===== src/cth_pkg.sv =====
`timescale 1ns / 1ps
`default_nettype none

package cth_pkg;

  typedef enum logic [1:0] {
    ACT_TICK   = 2'd0,
    ACT_START  = 2'd1,
    ACT_STOP   = 2'd2,
    ACT_RELOAD = 2'd3
  } action_t;

  localparam int unsigned REM_W = 26;
  localparam int unsigned TS_W  = 32;

  localparam logic [REM_W-1:0] MAX_PRESET_MS = 26'd39599000;

  localparam int unsigned MS_PER_SEC    = 1000;
  localparam int unsigned SEC_PER_HOUR  = 3600;
  localparam int unsigned SEC_PER_MIN   = 60;
  localparam int unsigned MS_PER_CS     = 10;

  // Reciprocals m = ceil(2^k / d); k picked so that x * (m*d - 2^k) < 2^k
  // over the whole input range, which makes (x * m) >> k exact.
  localparam int unsigned REC_1000_K = 36;
  localparam longint unsigned REC_1000_M =
    ((64'd1 << REC_1000_K) + 64'(MS_PER_SEC) - 64'd1) / 64'(MS_PER_SEC);
  localparam int unsigned REC_3600_K = 28;
  localparam longint unsigned REC_3600_M =
    ((64'd1 << REC_3600_K) + 64'(SEC_PER_HOUR) - 64'd1) / 64'(SEC_PER_HOUR);
  localparam int unsigned REC_60_K = 18;
  localparam longint unsigned REC_60_M =
    ((64'd1 << REC_60_K) + 64'(SEC_PER_MIN) - 64'd1) / 64'(SEC_PER_MIN);
  localparam int unsigned REC_10_K = 14;
  localparam longint unsigned REC_10_M =
    ((64'd1 << REC_10_K) + 64'(MS_PER_CS) - 64'd1) / 64'(MS_PER_CS);

  typedef struct packed {
    logic [REM_W-1:0] remaining;
    logic             running;
    logic             expired;
  } item_t;

endpackage

`default_nettype wire


===== src/cth_state.sv =====
`timescale 1ns / 1ps
`default_nettype none

module cth_state
  import cth_pkg::*;
(
  input  wire logic             clk,
  input  wire logic             rst,
  input  wire logic             in_valid,
  output logic                  in_ready,
  input  wire logic [1:0]       action,
  input  wire logic [TS_W-1:0]  now_ms,
  input  wire logic             mode_active,
  input  wire logic [REM_W-1:0] preset_ms,
  output logic                  item_valid,
  input  wire logic             item_ready,
  output item_t                 item
);

  logic [REM_W-1:0] remaining, remaining_next;
  logic [TS_W-1:0]  last_tick, last_tick_next;
  logic             running, running_next;
  logic             expired_next;
  logic [TS_W-1:0]  base;
  logic [TS_W-1:0]  delta;
  logic             take;
  action_t          act;

  assign act      = action_t'(action);
  assign in_ready = !item_valid || item_ready;
  assign take     = in_valid && in_ready;

  assign base  = (last_tick == '0) ? now_ms : last_tick;
  assign delta = now_ms - base;

  always_comb begin
    remaining_next = remaining;
    last_tick_next = last_tick;
    running_next   = running;
    expired_next   = 1'b0;
    unique case (act)
      ACT_TICK: begin
        if (mode_active) begin
          if (running) begin
            last_tick_next = now_ms;
            if (delta >= TS_W'(remaining)) begin
              remaining_next = '0;
            end else begin
              remaining_next = remaining - delta[REM_W-1:0];
            end
            if (remaining_next == '0) begin
              running_next = 1'b0;
              expired_next = 1'b1;
            end
          end else begin
            last_tick_next = '0;
          end
        end
      end
      ACT_START:  running_next = 1'b1;
      ACT_STOP:   running_next = 1'b0;
      ACT_RELOAD: begin
        remaining_next = (preset_ms > MAX_PRESET_MS) ? MAX_PRESET_MS : preset_ms;
      end
      default: ;
    endcase
  end

  always_ff @(posedge clk) begin
    if (rst) begin
      remaining  <= '0;
      last_tick  <= '0;
      running    <= 1'b0;
      item_valid <= 1'b0;
    end else begin
      if (take) begin
        remaining <= remaining_next;
        last_tick <= last_tick_next;
        running   <= running_next;
      end
      if (in_ready) begin
        item_valid <= in_valid;
      end
    end
  end

  always_ff @(posedge clk) begin
    if (take) begin
      item.remaining <= remaining_next;
      item.running   <= running_next;
      item.expired   <= expired_next;
    end
  end

endmodule

`default_nettype wire


===== src/cth_split.sv =====
`timescale 1ns / 1ps
`default_nettype none

module cth_split
  import cth_pkg::*;
(
  input  wire logic             clk,
  input  wire logic             rst,
  input  wire logic             item_valid,
  output logic                  item_ready,
  input  wire item_t            item,
  output logic                  out_valid,
  input  wire logic             out_ready,
  output logic [REM_W-1:0]      remaining_ms,
  output logic [3:0]            hours,
  output logic [5:0]            minutes,
  output logic [5:0]            seconds,
  output logic [6:0]            centiseconds,
  output logic                  is_running,
  output logic                  expired
);

  // Stage b: whole seconds
  logic             b_valid, b_ready;
  item_t            b_item;
  logic [15:0]      b_tsec;
  // Stage c: hours, millisecond part
  logic             c_valid, c_ready;
  item_t            c_item;
  logic [15:0]      c_tsec;
  logic [3:0]       c_hours;
  logic [9:0]       c_ms;
  // Stage d: seconds within the hour, centiseconds
  logic             d_valid, d_ready;
  item_t            d_item;
  logic [3:0]       d_hours;
  logic [11:0]      d_rsec;
  logic [6:0]       d_cs;
  // Stage e: minutes
  logic             e_valid, e_ready;
  item_t            e_item;
  logic [3:0]       e_hours;
  logic [11:0]      e_rsec;
  logic [6:0]       e_cs;
  logic [5:0]       e_min;
  logic             f_ready;

  logic [52:0]      p_sec;
  logic [32:0]      p_hour;
  logic [REM_W-1:0] ms_w;
  logic [15:0]      rsec_w;
  logic [20:0]      p_cs;
  logic [24:0]      p_min;
  logic [11:0]      sec_w;

  assign f_ready    = !out_valid || out_ready;
  assign e_ready    = !e_valid || f_ready;
  assign d_ready    = !d_valid || e_ready;
  assign c_ready    = !c_valid || d_ready;
  assign b_ready    = !b_valid || c_ready;
  assign item_ready = b_ready;

  assign p_sec  = 53'(item.remaining) * 53'(REC_1000_M);
  assign p_hour = 33'(b_tsec) * 33'(REC_3600_M);
  assign ms_w   = b_item.remaining - REM_W'(b_tsec) * REM_W'(MS_PER_SEC);
  assign rsec_w = c_tsec - 16'(c_hours) * 16'(SEC_PER_HOUR);
  assign p_cs   = 21'(c_ms) * 21'(REC_10_M);
  assign p_min  = 25'(d_rsec) * 25'(REC_60_M);
  assign sec_w  = e_rsec - 12'(e_min) * 12'(SEC_PER_MIN);

  always_ff @(posedge clk) begin
    if (rst) begin
      b_valid   <= 1'b0;
      c_valid   <= 1'b0;
      d_valid   <= 1'b0;
      e_valid   <= 1'b0;
      out_valid <= 1'b0;
    end else begin
      if (b_ready) b_valid <= item_valid;
      if (c_ready) c_valid <= b_valid;
      if (d_ready) d_valid <= c_valid;
      if (e_ready) e_valid <= d_valid;
      if (f_ready) out_valid <= e_valid;
    end
  end

  always_ff @(posedge clk) begin
    if (item_valid && b_ready) begin
      b_item <= item;
      b_tsec <= p_sec[REC_1000_K+15:REC_1000_K];
    end
    if (b_valid && c_ready) begin
      c_item  <= b_item;
      c_tsec  <= b_tsec;
      c_hours <= p_hour[REC_3600_K+3:REC_3600_K];
      c_ms    <= ms_w[9:0];
    end
    if (c_valid && d_ready) begin
      d_item  <= c_item;
      d_hours <= c_hours;
      d_rsec  <= rsec_w[11:0];
      d_cs    <= p_cs[REC_10_K+6:REC_10_K];
    end
    if (d_valid && e_ready) begin
      e_item  <= d_item;
      e_hours <= d_hours;
      e_rsec  <= d_rsec;
      e_cs    <= d_cs;
      e_min   <= p_min[REC_60_K+5:REC_60_K];
    end
    if (e_valid && f_ready) begin
      remaining_ms <= e_item.remaining;
      is_running   <= e_item.running;
      expired      <= e_item.expired;
      hours        <= e_hours;
      minutes      <= e_min;
      seconds      <= sec_w[5:0];
      centiseconds <= e_cs;
    end
  end

endmodule

`default_nettype wire


===== src/countdown_timer_hms.sv =====
// Throughput: one item per cycle while out_ready does not stall the output;
// the timer state updates in the accept cycle and the time split runs in a
// five-stage reciprocal-multiply pipeline. Each stage holds its own valid,
// so items keep entering while a result waits, as long as a stage is empty.
// Reset (synchronous, active high) clears remaining time, baseline, running
// flag, preset and all pipeline valids.
`timescale 1ns / 1ps
`default_nettype none

module countdown_timer_hms
  import cth_pkg::*;
(
  input  wire logic             clk,
  input  wire logic             rst,
  // APB-style configuration port
  input  wire logic             psel,
  input  wire logic             penable,
  input  wire logic             pwrite,
  input  wire logic [2:0]       paddr,
  input  wire logic [31:0]      pwdata,
  output logic [31:0]           prdata,
  output logic                  pready,
  // input channel
  input  wire logic             in_valid,
  output logic                  in_ready,
  input  wire logic [1:0]       action,
  input  wire logic [TS_W-1:0]  now_ms,
  input  wire logic             mode_active,
  // result channel
  output logic                  out_valid,
  input  wire logic             out_ready,
  output logic [REM_W-1:0]      remaining_ms,
  output logic [3:0]            hours,
  output logic [5:0]            minutes,
  output logic [5:0]            seconds,
  output logic [6:0]            centiseconds,
  output logic                  is_running,
  output logic                  expired
);

  logic [REM_W-1:0] preset_ms;
  logic             item_valid;
  logic             item_ready;
  item_t            item;

  // Register index is paddr[2]; only index zero (preset) exists.
  // Writes to the empty slot above it complete but change nothing.
  assign pready = 1'b1;
  assign prdata = (paddr[2] == 1'b0) ? 32'(preset_ms) : '0;

  always_ff @(posedge clk) begin
    if (rst) begin
      preset_ms <= '0;
    end else if (psel && penable && pwrite && pready && (paddr[2] == 1'b0)) begin
      // drop the upper bits; reload saturates oversize presets
      preset_ms <= pwdata[REM_W-1:0];
    end
  end

  // Timer state: tick subtraction with clamp, start, stop, reload.
  // Each accepted transfer updates the state and lands in one register stage.
  cth_state u_state (
    .clk         (clk),
    .rst         (rst),
    .in_valid    (in_valid),
    .in_ready    (in_ready),
    .action      (action),
    .now_ms      (now_ms),
    .mode_active (mode_active),
    .preset_ms   (preset_ms),
    .item_valid  (item_valid),
    .item_ready  (item_ready),
    .item        (item)
  );

  // Time split: hours, minutes, seconds and centiseconds of the remaining
  // time, one constant division in each of stages b to e, ending in the output register.
  cth_split u_split (
    .clk          (clk),
    .rst          (rst),
    .item_valid   (item_valid),
    .item_ready   (item_ready),
    .item         (item),
    .out_valid    (out_valid),
    .out_ready    (out_ready),
    .remaining_ms (remaining_ms),
    .hours        (hours),
    .minutes      (minutes),
    .seconds      (seconds),
    .centiseconds (centiseconds),
    .is_running   (is_running),
    .expired      (expired)
  );

endmodule

`default_nettype wire

===== config.mk =====
export PLATFORM = sky130hd
export DESIGN_NAME = countdown_timer_hms
export DESIGN_NICKNAME = d
export VERILOG_FILES = /design/src/cth_pkg.sv /design/src/cth_state.sv /design/src/cth_split.sv /design/src/countdown_timer_hms.sv
export SDC_FILE = /design/constraint.sdc
export NUM_CORES = 2
export LEC_CHECK = 0
export ABC_AREA = 1
export BUFFER_PORTS_ARGS = -buffer_cell sky130_fd_sc_hd__buf_4
export CELL_PAD_IN_SITES_DETAIL_PLACEMENT = 0
export CELL_PAD_IN_SITES_GLOBAL_PLACEMENT = 1
export CORE_MARGIN = 2
export CORE_UTILIZATION = 40
export DETAILED_ROUTE_END_ITERATION = 10
export GPL_TIMING_DRIVEN = 0
export PLACE_DENSITY_LB_ADDON = 0.08
export SLEW_MARGIN = 20
export SYNTH_ARGS = -nofsm -noshare
export SYNTH_HDL_FRONTEND = slang
export SYNTH_SLANG_ARGS = --single-unit
export TNS_END_PERCENT = 30

===== constraint.sdc =====
create_clock -name clk -period 9.6 [get_ports clk]
set_input_delay 1.92 -clock clk [delete_from_list [all_inputs] [get_ports clk]]
set_output_delay 1.92 -clock clk [all_outputs]
set_load 0.005 [all_outputs]

Word-level counts from Yosys, hierarchy flattened
Index checks and enable logic that the tools add are counted.
Widths: inputs -> output; s select.
{"block": "classes", "addsub": 5, "mul": 7, "div_mod_pow": 0, "order_cmp": 2, "eq_ne": 3, "n_shift": 0, "mux": 16, "n_bitwise": 1, "n_reduce_logical": 26}
{"operator": "$mux 26", "count": 8}
{"operator": "$mux 32", "count": 2}
{"operator": "$mul 26x27->52 const B", "count": 1}
{"operator": "$pmux 26 s2", "count": 1}
{"operator": "$ge 32x26->1", "count": 1}
{"operator": "$logic_not 32->1", "count": 1}
{"operator": "$sub 32x32->32", "count": 1}
{"operator": "$mul 16x16->31 const B", "count": 1}
{"operator": "$gt 26x26->1 const B", "count": 1}
{"operator": "$logic_not 26->1", "count": 1}
{"operator": "$sub 26x26->26", "count": 1}
{"operator": "$mul 12x12->23 const B", "count": 1}
{"operator": "$mul 10x11->21 const B", "count": 1}
{"operator": "$mul 16x7->7 const B", "count": 1}
{"operator": "$sub 12x12->12", "count": 1}
{"operator": "$sub 10x10->10", "count": 1}
{"operator": "$logic_and 1x1->1", "count": 9}
{"operator": "$mul 4x8->8 const B", "count": 1}
{"operator": "$logic_not 1->1", "count": 6}
{"operator": "$logic_or 1x1->1", "count": 6}
{"operator": "$mul 6x4->4 const B", "count": 1}
{"operator": "$reduce_and 3->1", "count": 2}
{"operator": "$sub 6x6->6", "count": 1}
{"operator": "$eq 2x2->1 const B", "count": 2}
{"operator": "5 further kinds", "count": 8}
{"block": "totals", "reg_bits": 370, "latchBits": 0, "ramBits": 0, "mem_bits_ro": 0, "out_inout_bits": 86, "wordCells": 103, "mem_count": 0}

Depth between registers and ports, before layout
{"block": "depth", "depth_word": 13, "ltp_mapped": 44, "ltp_nobuf": 43}

Hierarchy
From an unflattened synthesis, not the netlist that was laid out.
{"block": "unflattened", "cells_unflattened": 4449, "area_unflattened_um2": 38324.3}
{"module": "cth_split", "instances": 1, "cells_per_inst": 2757, "area_each_um2": 27776.6, "seq_area_each_um2": 7547.2}
{"module": "cth_state", "instances": 1, "cells_per_inst": 1456, "area_each_um2": 9058.7, "seq_area_each_um2": 2042.0}
{"module": "countdown_timer_hms", "instances": 1, "cells_per_inst": 236, "area_each_um2": 1488.9, "seq_area_each_um2": 520.5}

Worst setup path before layout
Ideal clock, no wire load.
{"block": "synth_timing", "kind": "reg-to-reg", "start": "register u_state.item[26] (netlist name)", "end": "register u_split.b_tsec[15], data pin", "setup_ns": 0.262, "arrival_time_ns": 5.819, "required_ns": 9.338, "path_slack_ns": 3.519, "path_stages_with_launch": 23, "path_buffers": 0, "period_less_slack_ns": 6.081, "cell_sequence": "edfxtp_1 > fa_1 > inv_1 > fa_1 > inv_1 > fa_1 > fa_1 > inv_1 > fa_1 > inv_1 > fa_1 > fa_1 > ha_1 > nand2_1 > nor2_1 > inv_1 > nor4_1 > nand3b_1 > o2111ai_1 > nand2_1 > o211ai_1 > a21oi_1 > xor2_1"}
{"block": "synth_between", "elab_chain_len": 1}
{"item": "$mul 26x27->52", "line_no": "cth_split.sv:63", "rtl": "assign p_sec = 53'(item.remaining) * 53'(REC_1000_M);"}
{"item": "named net u_split.p_sec[51]", "line_no": "cth_split.sv:48", "rtl": "logic [52:0] p_sec;"}
{"item": "end signal: assignment", "line_no": "cth_split.sv:90", "rtl": "b_tsec <= p_sec[REC_1000_K+15:REC_1000_K];"}
{"item": "end: declaration", "line_no": "cth_split.sv:26", "rtl": "logic [15:0] b_tsec;"}
The timed path passes the listed nets, and every way through them passes these cells.
A chain may end at the register's enable or synchronous reset.

Final worst setup path
{"block": "layout_timing", "start": "register u_state.item[23] (netlist name)", "end": "register u_split.b_tsec[15], data pin"}
{"block": "layout_between", "elab_chain_len": 1}
{"item": "$mul 26x27->52", "line_no": "cth_split.sv:63"}
{"item": "named net u_split.p_sec[51]", "line_no": "cth_split.sv:48"}
The timed path passes the listed nets, and every way through them passes these cells.

==> flow_summary_export.csv <==
group,metric,value,unit
synth,synth-edff-count,276,
setup_path,critical_path.slowest_cell,"edfxtp_1",
floorplan,start_util,0.403,
flow_run,drv_cap,0,
sta,hold_viol,0,
detailed_routing,drc_errors,0,
synth,syn_inst,3796,
grt,grt_pass1_wl,147000,microns
clock_tree,clock_latency,610,ps
floorplan,chipHeight,302,microns
status,outcome,"finished clean",
detailed_routing,vias_per_cell,4.88,
grt,grt-ovfl-total,0,
setup_path,reg2regPathDepth,22,
sta,fin_crit_sh,0.770,
synth,synth_top_family_by_area,"adder cells",
synth,syn_area_per_cell,9.38,sq um
synth,synth-seq-cells,367,
setup_path,max_stage_delay,900,ps
clock_tree,post_cts_buffers,0,
setup_path,crit_cells,22,
detailed_routing,drtIter0Drc,1171,
synth,yosys-top-cells-count,"inv_1, ha_1, nand2_1",
synth,muxShareOfSynthArea,0.000562,
synth,ys_seq_area_frac,0.284,
sta,finClkSkew,49.1,ps
setup_path,crit_chain,"inv_1 -> fa_1 -> inv_1 -> fa_1 -> inv_1 -> fa_1 -> fa_1 -> inv_1 -> fa_1 -> fa_1 -> fa_1 -> ha_1 -> nand2_1 -> nor2_1 -> inv_1 -> nor4_1 -> nand3b_1 -> o2111ai_1 -> nand2_1 -> o211ai_1 -> a21oi_1 -> xor2_1",
detailed_routing,avgRoutedWirePerCell,17.9,microns
worst_hold_path,hold_depth,0,
final_layout,area_delta_synth_final,11.5,%
floorplan,row_count,109,
setup_path,cp_top_family,"adder cells",
worst_hold_path,hp-class,"reg -> reg",
final_layout,layout.nets,5023,
floorplan,core,0.0884,sq mm
clock_tree,numClockSinks,367,
setup_path,crit_fanout,8,
clock_tree,clk_pin_slew,60,ps
synth,synthFlopType,"edfxtp_1",
grt,grt_max_degree,52,
floorplan,fp.dieW,302,microns
sta,finalCriticalPeriod,7390,ps
grt,gr-usage-all-layers,0.209,
synth,ys_types,56,
setup_path,crit_buf_inv,5,
floorplan,io_pins,163,
synth,synth_compound_area_frac,0.0909,
synth,synth_area_leaders,"edfxtp_1, ha_1, fa_1",
sta,finalMaxSlewViolations,0,
clock_tree,clock_tree.buffer_depth,3,
setup_path,crit_top_cell,"fa_1",
setup_path,critical_path_arrival,7720,ps
sta,setup_viol,0,
synth,yosysTopAreaCell,"edfxtp_1",
sta,rsz0062_at_grt,"false",
detailed_routing,num_vias,25338,
detailed_routing,routed_wl,93200,microns
final_layout,diodes,0,
setup_path,worstSetupPathType,"reg -> reg",
final_layout,final_layout_size_suffix_gt1_frac,0.0707,
synth,synth-simple-area-share,0.104,
setup_path,crit_path_end_kind,"register",
sta,timing.hold.ws,407,ps
sta,fmaxAchievable,0.135,GHz
clock_tree,h-tree-depth,2,
detailed_routing,first_pass_iters,5,
sta,tns,0,ps
synth,synth.top_cell.area_share,0.233,
grt,antenna_found_initial,1,
synth,synthAdderAreaFrac,0.397,
clock_tree,cts.repair.resized,0,
placed_design,dp_hpwl,78000,microns
clock_tree,hold_buffers,0,
grt,grt_pass1_vias,25970,
synth,syn_area,0.0356,sq mm
synth,yosys_warnings,0,
setup_path,cp.required,9930,ps
clock_tree,cts_tree,"built",
placed_design,io_buffer_count,145,
synth,async_reset_ff_frac,0,
clock_tree,cts-root-buf,"clkbuf_16",
sta,tightest_slew,925,ps
floorplan,dieArea,0.0914,sq mm
synth,yosys.cell_count.top_type,"inv_1",
placed_design,place_congestion,0.860,
detailed_routing,ant_nets,0,
synth,synth-xor-area-share,0.0256,
setup_path,critPathLaunchType,"register",
clock_tree,cts_made_buffers,44,
sta,slew_headroom,0.383,
worst register-to-register path, delay by kind of cell, from the launching register on:
kind / cells / cell delay (ps)
buffers and inverters: 5 / 510
XOR/XNOR: 1 / 160
adder cells (fa/ha/maj): 8 / 4060
AO/OA/AOI/OAI: 3 / 540
flip-flops: 1 / 900
AND/OR/NAND/NOR: 5 / 980
kinds of logic after synthesis:
family,Yosys count
mux,2
fa+ha+maj,947
buf+inv,914
other cells,2
flops,367
simple gates,889
compound gates,571
xor+xnor,104
placed cells by master, fill, tap and decap left out, types with 12 or more instances in the layout:
master,Yosys,layout
nand2_1,446,446
xnor2_1,33,33
nor2_1,270,267
a211oi_1,13,13
o22ai_1,22,22
nor3_1,17,17
buf_4,7,152
a21o_1,12,12
clkbuf_16,0,44
edfxtp_1,276,276
o21ai_0,153,153
nand4_1,22,22
clkbuf_1,39,46
fa_1,307,307
o21bai_1,12,12
nand3_1,77,77
inv_1,846,844
ha_1,640,640
o211ai_1,23,23
a21oi_1,271,271
dfxtp_1,91,91
xor2_1,71,71
flip-flops by register name (all words and copies together) (netlist names), 12 cells and up:
name and flops:
u_split.d_rsec 12, u_split.b_tsec 16, u_state.last_tick 32, u_split.e_item 28, preset_ms 26, u_state.item 28, u_split.d_item 28, u_split.c_item 28
u_split.remaining_ms 26, u_state.remaining 26, u_split.b_item 28, u_split.c_tsec 12
final timing paths:
check                    startpoint                 end  slack [ps]
setup / recovery   u_state.item[23]  u_split.b_tsec[15]        2210
hold / removal    u_split.c_item[9]   u_split.d_item[9]         410
setup reg to reg   u_state.item[23]  u_split.b_tsec[15]        2210
hold reg to reg   u_split.c_item[9]   u_split.d_item[9]         410
routing by layer:
metal,GRT usage,up-vias,wire (microns)
met5,0,-,0
met2,0.334,429,41200
li1,-,12790,-
met1,0.306,12029,46700
met4,0.0429,0,1870
met3,0.0238,90,3480
stage by stage:
stage,std cells,setup WS (ps),area [sq um],util
2_1_floorplan,3801,3520,35600,-
3_3_place_gp,5111,2170,38200,0.432
3_5_place_dp,5118,2200,38400,0.434
4_1_cts,5197,2190,39700,0.450
5_1_grt,5197,1760,39700,0.450
6_report,5197,2210,39700,0.450
cell type report:
| type | count | area [sq um] |
|---|---|---|
| timing repair buffer | 152 | 1240 |
| clock inverter | 27 | 233 |
| clock buffer | 52 | 1130 |
| fill | 8771 | 48600 |
| multi-input combinational | 2520 | 22100 |
| tap | 1165 | 1460 |
| buffer | 58 | 274 |
| inverter | 856 | 3220 |
| sequential | 367 | 10100 |
Power is left out: the tool's default activity adds up to more than one toggle a clock period on the data nets, which glitch-free logic cannot reach.
